`src/rtl/core/bdd_pkg.sv`:
```
package bdd_pkg;

	// default width of the kept difference field
	localparam int unsigned DIFF_BITS_DEF = 32;

	// stream layout
	localparam int unsigned START_BYTES = 8;
	localparam int unsigned HDR_BITS    = 8;
	localparam int unsigned LEN_W       = 7;
	localparam int unsigned VALUE_W     = 64;

	// result word handed to the output register
	typedef struct packed {
		logic signed [VALUE_W-1:0] decoded_value;
		logic                      is_repeat;
	} res_t;

endpackage

```
`src/rtl/core/bdd_in_if.sv`:
```
interface bdd_in_if;
	logic       valid;
	logic       ready;
	logic [7:0] stream_byte;

	modport source (output valid, output stream_byte, input ready);
	modport sink (input valid, input stream_byte, output ready);
endinterface

```
`src/rtl/core/bdd_decode.sv`:
```
module bdd_decode import bdd_pkg::*; #(
	parameter int unsigned DIFF_BITS = DIFF_BITS_DEF
) (
	input  logic     clk,
	input  logic     arst_n,
	bdd_in_if.sink   in_ch,
	input  logic     res_ready,
	output logic     res_valid,
	output res_t     res
);

	// input stage
	logic       valid_s1;
	logic [7:0] byte_s1;
	logic       adv;

	// decoder state
	logic [3:0]           start_cnt_q;
	logic [VALUE_W-1:0]   running_q;
	logic                 in_diff_q;
	logic [HDR_BITS-1:0]  hdr_shift_q;
	logic [2:0]           hdr_held_q;
	logic [LEN_W-1:0]     diff_left_q;
	logic [DIFF_BITS-1:0] diff_shift_q;

	// next state and result
	logic [3:0]           start_cnt_d;
	logic [VALUE_W-1:0]   running_d;
	logic                 in_diff_d;
	logic [HDR_BITS-1:0]  hdr_shift_d;
	logic [3:0]           hdr_held_d;
	logic [LEN_W-1:0]     diff_left_d;
	logic [DIFF_BITS-1:0] diff_shift_d;
	logic [DIFF_BITS-1:0] diff_fin;
	logic signed [DIFF_BITS-1:0] diff_sgn;
	logic                 emit;
	logic                 rep;
	logic                 add_diff;

	assign adv          = valid_s1 & res_ready;
	assign in_ch.ready  = ~valid_s1 | res_ready;

	// input register
	always_ff @(posedge clk or negedge arst_n) begin
		if (!arst_n) begin
			valid_s1 <= 1'b0;
		end else if (in_ch.ready) begin
			valid_s1 <= in_ch.valid;
		end
	end

	always_ff @(posedge clk) begin
		if (in_ch.ready && in_ch.valid) begin
			byte_s1 <= in_ch.stream_byte;
		end
	end

	// bit walk over one byte, at most one record ends per byte
	always_comb begin
		start_cnt_d  = start_cnt_q;
		running_d    = running_q;
		in_diff_d    = in_diff_q;
		hdr_shift_d  = hdr_shift_q;
		hdr_held_d   = {1'b0, hdr_held_q};
		diff_left_d  = diff_left_q;
		diff_shift_d = diff_shift_q;
		diff_fin     = '0;
		diff_sgn     = '0;
		emit         = 1'b0;
		rep          = 1'b0;
		add_diff     = 1'b0;
		if (start_cnt_q < 4'(START_BYTES)) begin
			running_d   = running_q | (VALUE_W'(byte_s1) << {start_cnt_q[2:0], 3'b000});
			start_cnt_d = start_cnt_q + 4'd1;
			emit        = (start_cnt_q == 4'(START_BYTES - 1));
		end else begin
			for (int i = 7; i >= 0; i--) begin
				if (!in_diff_d) begin
					hdr_shift_d = {hdr_shift_d[HDR_BITS-2:0], byte_s1[i]};
					hdr_held_d  = hdr_held_d + 4'd1;
					if (hdr_held_d == 4'(HDR_BITS)) begin
						hdr_held_d = '0;
						if (!hdr_shift_d[HDR_BITS-1]) begin
							emit = 1'b1;
							rep  = 1'b1;
						end else if (hdr_shift_d[LEN_W-1:0] == '0) begin
							emit = 1'b1;
						end else begin
							in_diff_d    = 1'b1;
							diff_left_d  = hdr_shift_d[LEN_W-1:0];
							diff_shift_d = '0;
						end
						hdr_shift_d = '0;
					end
				end else begin
					diff_shift_d = {diff_shift_d[DIFF_BITS-2:0], byte_s1[i]};
					diff_left_d  = diff_left_d - LEN_W'(1);
					if (diff_left_d == '0) begin
						diff_fin     = diff_shift_d;
						add_diff     = 1'b1;
						emit         = 1'b1;
						in_diff_d    = 1'b0;
						diff_shift_d = '0;
					end
				end
			end
			// one wide add for the completed difference
			diff_sgn = diff_fin;
			if (add_diff) begin
				running_d = running_q + VALUE_W'(diff_sgn);
			end
		end
	end

	// state registers
	always_ff @(posedge clk or negedge arst_n) begin
		if (!arst_n) begin
			start_cnt_q  <= '0;
			running_q    <= '0;
			in_diff_q    <= 1'b0;
			hdr_shift_q  <= '0;
			hdr_held_q   <= '0;
			diff_left_q  <= '0;
			diff_shift_q <= '0;
		end else if (adv) begin
			start_cnt_q  <= start_cnt_d;
			running_q    <= running_d;
			in_diff_q    <= in_diff_d;
			hdr_shift_q  <= hdr_shift_d;
			hdr_held_q   <= hdr_held_d[2:0];
			diff_left_q  <= diff_left_d;
			diff_shift_q <= diff_shift_d;
		end
	end

	// result word towards the output register
	assign res_valid         = adv & emit;
	assign res.decoded_value = running_d;
	assign res.is_repeat     = rep;

endmodule

```
`src/flat_wrapper.sv`:
```
// flat-port wrapper written by rule: the top's interface ports become plain ports
module bdd_decode_flat import bdd_pkg::*;
#(
	parameter int unsigned DIFF_BITS = DIFF_BITS_DEF
)
  (clk, arst_n, res_ready, res_valid, res, in_ch_valid, in_ch_stream_byte, in_ch_ready);
  bdd_in_if in_ch_i ();
  input  logic clk;
  input  logic arst_n;
  input  logic res_ready;
  output logic res_valid;
  output res_t res;
  input wire logic [$bits(in_ch_i.valid)-1:0] in_ch_valid;
  input wire logic [$bits(in_ch_i.stream_byte)-1:0] in_ch_stream_byte;
  output wire logic [$bits(in_ch_i.ready)-1:0] in_ch_ready;
  assign in_ch_i.valid = in_ch_valid;
  assign in_ch_i.stream_byte = in_ch_stream_byte;
  assign in_ch_ready = in_ch_i.ready;
  bdd_decode #(.DIFF_BITS(DIFF_BITS)) u_core (.clk(clk), .arst_n(arst_n), .in_ch(in_ch_i), .res_ready(res_ready), .res_valid(res_valid), .res(res));
endmodule
```
`config.mk`:
```
export PLATFORM = sky130hd
export DESIGN_NAME = bdd_decode_flat
export DESIGN_NICKNAME = d
export VERILOG_FILES = /design/src/rtl/core/bdd_pkg.sv /design/src/rtl/core/bdd_in_if.sv /design/src/rtl/core/bdd_decode.sv /design/src/flat_wrapper.sv
export SDC_FILE = /design/constraint.sdc
export NUM_CORES = 1
export LEC_CHECK = 0
export CORE_AREA = 5 5 247 249
export DETAILED_ROUTE_END_ITERATION = 7
export DIE_AREA = 0 0 252 254
export DONT_BUFFER_PORTS = 1
export PLACE_DENSITY = 0.6
export SLEW_MARGIN = 15
export SYNTH_ARGS = -nofsm -noshare
export SYNTH_HDL_FRONTEND = slang
export SYNTH_SLANG_ARGS = --single-unit
```
`constraint.sdc`:
```
create_clock -name clk -period 42.6 [get_ports clk]
set_input_delay 2.13 -clock clk [delete_from_list [all_inputs] [get_ports clk]]
set_output_delay 2.13 -clock clk [all_outputs]
set_load 0.02 [all_outputs]
```
==> impl_metrics.env, run 1 <==
export IMPL_status="finished with violations"
export IMPL_violations="DRC"
export IMPL_cp_num_cells=73
export IMPL_cp_slowest_cell="nor2_1"
export IMPL_ctsHoldBuffers=0
export IMPL_path_clk_slew_ps=60
export IMPL_clkLatencyLatePin_ps=460
export IMPL_worstMarginPinSlew_ps=1097
export IMPL_cts_sinks=126
export IMPL_async_reset_ff_share_pct=93.65
export IMPL_endpoint="res[58]"
export IMPL_hold_depth=1
export IMPL_cp_common_cell="a21oi_1"
export IMPL_synth_top_area_cell="dfrtp_1"
export IMPL_die_area_um2=64010
export IMPL_yosysSeqAreaShare_pct=15.29
export IMPL_cts_buffer_depth=2
export IMPL_critical_path_class="reg -> out"
export IMPL_numCtsBuffers=17
export IMPL_antenna_cells=0
export IMPL_clockRootBuffer="clkbuf_16"
export IMPL_die_w_um=252
export IMPL_yosysWarningCount=0
export IMPL_overflow=0
export IMPL_cpPeakStageDelay_ps=620
export IMPL_final_common_cell="a21oi_1"
export IMPL_io_pins=79
export IMPL_most_common_layout_cells="a21oi_1, nor2_1, nand2_1, o21ai_0, dfrtp_1"
export IMPL_viasPerCell=6.661
export IMPL_drt_wl_total_mm=84.34
export IMPL_grt_pass1_vias=21440
export IMPL_grt_pass1_wl_mm=128.9
export IMPL_place_congestion=0.9765
export IMPL_regToRegSetupSlack_ps=23630
export IMPL_ys_seq_elements=126
export IMPL_syn_avg_cell_area_um2=7.042
export IMPL_startpoint_type="register"
export IMPL_synth_edf_count=8
export IMPL_firstDrtPassIters=8
export IMPL_tns_ps=0
export IMPL_hp_class="reg -> reg"
export IMPL_max_slew_margin_pct=26.57
export IMPL_slew_viol_final=0
export IMPL_final_nets=2909
export IMPL_drt_iter0_drc=3324
export IMPL_path_max_fanout=60
export IMPL_cp_arrival_ps=19500
export IMPL_die_y_um=254
export IMPL_netlist_area_leader_share_pct=14.14
export IMPL_fin_skew_ps=16.43
export IMPL_start_util_pct=35.73
export IMPL_hold_viol_final=0
export IMPL_fin_crit_ps=21630
export IMPL_synthesis_instances=2966
export IMPL_ys_types=123
export IMPL_wl_per_cell_um=23.51
export IMPL_fmax_mhz=46.24
export IMPL_timing_rr_start="u_core.hdr_held_q[0]"
export IMPL_antenna_found_initial=0
export IMPL_cts_resized=0
export IMPL_post_cts_buffers=0
export IMPL_rsz0062_at_grt="false"
export IMPL_drive_gt1_share_pct=7.498
export IMPL_h_tree_depth=4
export IMPL_setup_viol=0
export IMPL_portBuffers=0
export IMPL_via_count=23890
export IMPL_cts_tree="done"
export IMPL_crit_buf_inv=8
export IMPL_synthTopCellsByArea="dfrtp_1, a21oi_1, ha_1"
export IMPL_ant_nets=0
export IMPL_core_region_area_um2=58460
export IMPL_cp_top_family="compound AO/OA/AOI/OAI gates"
export IMPL_placementRows=89
export IMPL_r2r_end="u_core.running_q[57]"
export IMPL_endpoint_kind="output port"
export IMPL_synthesis_area_um2=20890
export IMPL_synthesis_nets=3073
export IMPL_cp_startpoint="u_core.hdr_held_q[0]"
export IMPL_synthFlopType="dfrtp_1"
export IMPL_syn_to_final_growth_pct=4.954
export IMPL_grt_use_total_pct=24.99
export IMPL_fin_crit_sh_pct=50.76
export IMPL_drc=1
export IMPL_drv_cap=0
export IMPL_ff2ff_path_depth=73
export IMPL_required_ps=40470
export IMPL_grt_max_degree=119
export IMPL_dp_hpwl_mm=59.28
-- state kept, by name (all words and copies together) (netlist names) --
signal and flops:
u_core.diff_left_q 7, u_core.running_q 64, u_core.hdr_held_q 3, u_core.valid_s1 1
u_core.byte_s1 8, u_core.hdr_shift_q 7, u_core.in_diff_q 1, u_core.start_cnt_q 4
u_core.diff_shift_q 31
-- cell type report --
class / count / area [um^2]
fill: 6184 / 36540
inverter: 65 / 244.0
tap: 773 / 967.2
sequential: 126 / 3197
multi-input combinational: 2526 / 16410
clock buffer: 19 / 452.9
clock inverter: 12 / 158.9
timing repair buffer: 66 / 495.5
-- logic make-up (layout without fill, tap and decap cells) --
group                    after synthesis  in the layout  share of synthesized area, %
AO/OA/AOI/OAI                       1355           1355                         43.96
adder cells (fa/ha/maj)               95             95                         5.727
buffers and inverters                314            162                         6.505
multiplexers                          72             72                         3.654
XOR/XNOR                              99             99                         4.289
AND/OR/NAND/NOR                      905            905                         20.58
flip-flops                           126            126                         15.29
-- through the flow --
stage	instance area, um^2	utilization [%]	setup slack [ps]	std cells	hold WS (ps)
floorplan	20890	-	24750	2966	474.6
global placement	21310	36.44	22220	3556	509.2
detailed placement	21310	36.44	21830	3556	506.6
CTS	21920	37.49	21260	3587	523.3
global route	21920	37.50	19600	3587	552.1
finish	21920	37.50	20970	3587	524.8
-- worst min path at each step --
stage | slack [ps] | endpoint | from
floorplan | 470 | u_core.running_q[63] | u_core.running_q[63]
global placement | 510 | u_core.running_q[63] | u_core.running_q[63]
detailed placement | 510 | u_core.running_q[63] | u_core.running_q[63]
CTS | 520 | u_core.running_q[63] | u_core.running_q[63]
global route | 550 | u_core.running_q[63] | u_core.running_q[63]
finish | 520 | u_core.running_q[63] | u_core.running_q[63]
-- cells in the mapped netlist, types with 33 or more instances --
cell	count
o21ai_1	36
o21a_1	39
a21oi_1	338
ha_1	94
nand2_1	262
a22oi_1	99
nor3_1	54
inv_1	65
nor2_1	299
buf_2	46
o22ai_1	100
xnor2_1	73
a21o_1	41
and2_1	33
o221ai_1	39
nand3_1	51
o21ai_0	204
dfrtp_1	118
o211ai_1	81
clkbuf_1	170
mux2i_1	53
a211oi_1	86
-- metal layers --
layer	global-route usage [%]	wire length, um	vias to the layer above
met1	33.53	34990	11170
met5	0	0	-
li1	-	-	11070
met2	38.57	36220	1400
met4	9.290	3496	0
met3	6.755	9627	255
Power of run 1 is not shown: default switching activity piles up to over one toggle a cycle in this logic, so the estimate is an artifact.
==> run 2, diff against run 1 <==
Settings changed: PLACE_DENSITY 0.6 to 0.62.
Clock period 42.6 ns to 17.9 ns, I/O delays scaled along.
==> run 2 against run 1 <==
Net effect:
- the flow now finishes without violations
- first-iteration DRC count shrank 0.15%
- via count rose by 2.6%
- flip-flop and latch count unchanged
- register-to-register slack got worse by 21000 ps
- setup slack worse by 20000 ps
- non-clock buffer count is 101 higher
- cell count grew 2.9%
- clock skew is 2.5 ps lower
- design area rose by 4.9%
- wire length is 0.86% higher
- global-route usage increased by 0.11 points
- critical endpoint is now res[63]
==> impl_metrics.env, run 2 (synthesis gave the netlist of run 1 again) <==
export IMPL_fmax_mhz=58.97
export IMPL_ant_nets=0
export IMPL_io_pins=79
export IMPL_fin_crit_sh_pct=94.73
export IMPL_overflow=0
export IMPL_final_common_cell="a21oi_1"
export IMPL_start_util_pct=35.73
export IMPL_regToRegSetupSlack_ps=2410
export IMPL_endpoint_kind="output port"
export IMPL_dr_wl_met2_mm=36.52
export IMPL_viasPerCell=6.642
export IMPL_antenna_found_initial=2
export IMPL_place_ws_ps=-232.5
export IMPL_grt_max_degree=119
export IMPL_fin_cells=3691
export IMPL_drv_cap=0
export IMPL_drc=0
export IMPL_cp_slowest_cell="or4_1"
export IMPL_wl_per_cell_um=23.05
export IMPL_cts_buffer_depth=2
export IMPL_placementRows=89
export IMPL_top_layer="met4"
export IMPL_setup_viol=0
export IMPL_clkLatencyLatePin_ps=460
export IMPL_fin_crit_ps=16960
export IMPL_drt_iter0_drc=3319
export IMPL_largest_register_ffs=64
export IMPL_portBuffers=0
export IMPL_status="complete, no violations"
export IMPL_most_common_layout_cells="a21oi_1, nor2_1, nand2_1, o21ai_0, buf_4"
export IMPL_ctsHoldBuffers=0
export IMPL_met3_length_mm=8.927
export IMPL_hold_viol_final=0
export IMPL_numCtsBuffers=17
export IMPL_cts_sinks=126
export IMPL_regArea_um2=3199
export IMPL_fin_ws_ps=943.2
export IMPL_largest_register="u_core.running_q"
export IMPL_grt_pass1_vias=22090
export IMPL_slew_viol_final=0
export IMPL_grt_use_total_pct=25.10
export IMPL_utilization_pct=39.33
export IMPL_critical_path_class="reg -> out"
export IMPL_path_clk_slew_ps=70
export IMPL_cp_top_family="compound AO/OA/AOI/OAI gates"
export IMPL_fillers=6077
export IMPL_place_congestion=0.9846
export IMPL_grt_pass1_wl_mm=130.7
export IMPL_path_max_fanout=57
export IMPL_startpoint_type="register"
export IMPL_dp_cells=3636
export IMPL_fin_skew_ps=13.90
export IMPL_cpPeakStageDelay_ps=570
export IMPL_die_y_um=254
export IMPL_drive_gt1_share_pct=12.28
export IMPL_top_regs="u_core.running_q x64, u_core.diff_shift_q x31, u_core.byte_s1 x8"
export IMPL_cp_arrival_ps=16060
export IMPL_max_slew_margin_pct=20.22
export IMPL_cts_tree="done"
export IMPL_firstDrtPassIters=8
export IMPL_tns_ps=0
export IMPL_core_region_area_um2=58460
export IMPL_clockRootBuffer="clkbuf_16"
export IMPL_hp_class="in -> async"
export IMPL_met1_length_mm=35.20
export IMPL_syn_to_final_growth_pct=10.08
export IMPL_multi_input_area_um2=16700
export IMPL_via_count=24520
export IMPL_worstMarginPinSlew_ps=1182
export IMPL_drt_wl_total_mm=85.06
export IMPL_die_area_um2=64010
export IMPL_dp_hpwl_mm=59.47
export IMPL_required_ps=17010
export IMPL_die_w_um=252
export IMPL_final_nets=3010
export IMPL_h_tree_depth=4
export IMPL_crit_buf_inv=11
==> run 2: layer usage <==
| metal | global-route usage (%) | vias to the layer above |
|---|---|---|
| li1 | - | 11280 |
| met1 | 33.98 | 11440 |
| met2 | 38.23 | 1491 |
| met3 | 5.711 | 302 |
| met4 | 11.24 | 0 |
| met5 | 0 | - |
==> run 2: timing repair <==
action                                  CTS  global route
setup buffers                             2            19
endpoints found under the setup margin   11            28
gates resized for setup                   8            67
pin swaps                                 4            23
==> run 2: per-stage QoR <==
step	instance area, um^2	hold slack [ps]
6_report	22990	141.4
5_1_grt	22990	122.0
3_3_place_gp	21910	508.1
2_1_floorplan	20890	474.6
4_1_cts	22540	111.0
3_5_place_dp	21910	513.4
==> run 2: layout make-up <==
cell class,count,area share [%]
multi-input cells,2526,72.64
flip-flops and latches,126,13.91
repair buffers,167,5.627
well taps,773,4.207
clock buffers,24,2.182
inverters,65,1.061
clock inverters,8,0.3483
diodes,2,0.02177
==> run 2: worst paths after layout <==
kind | from | end | cells past startpoint
max reg2reg | u_core.hdr_shift_q[3] | u_core.running_q[62] | 71
min in group clk | in_ch_stream_byte[5] | u_core.byte_s1[5] | 0
min | arst_n | u_core.running_q[17] | 0
max | u_core.hdr_shift_q[3] | res[63] | 72
max in group asynchronous | arst_n | u_core.hdr_held_q[0] | 0
min reg2reg | u_core.running_q[63] | u_core.running_q[63] | 1
Power of run 2 is left out for the same reason.
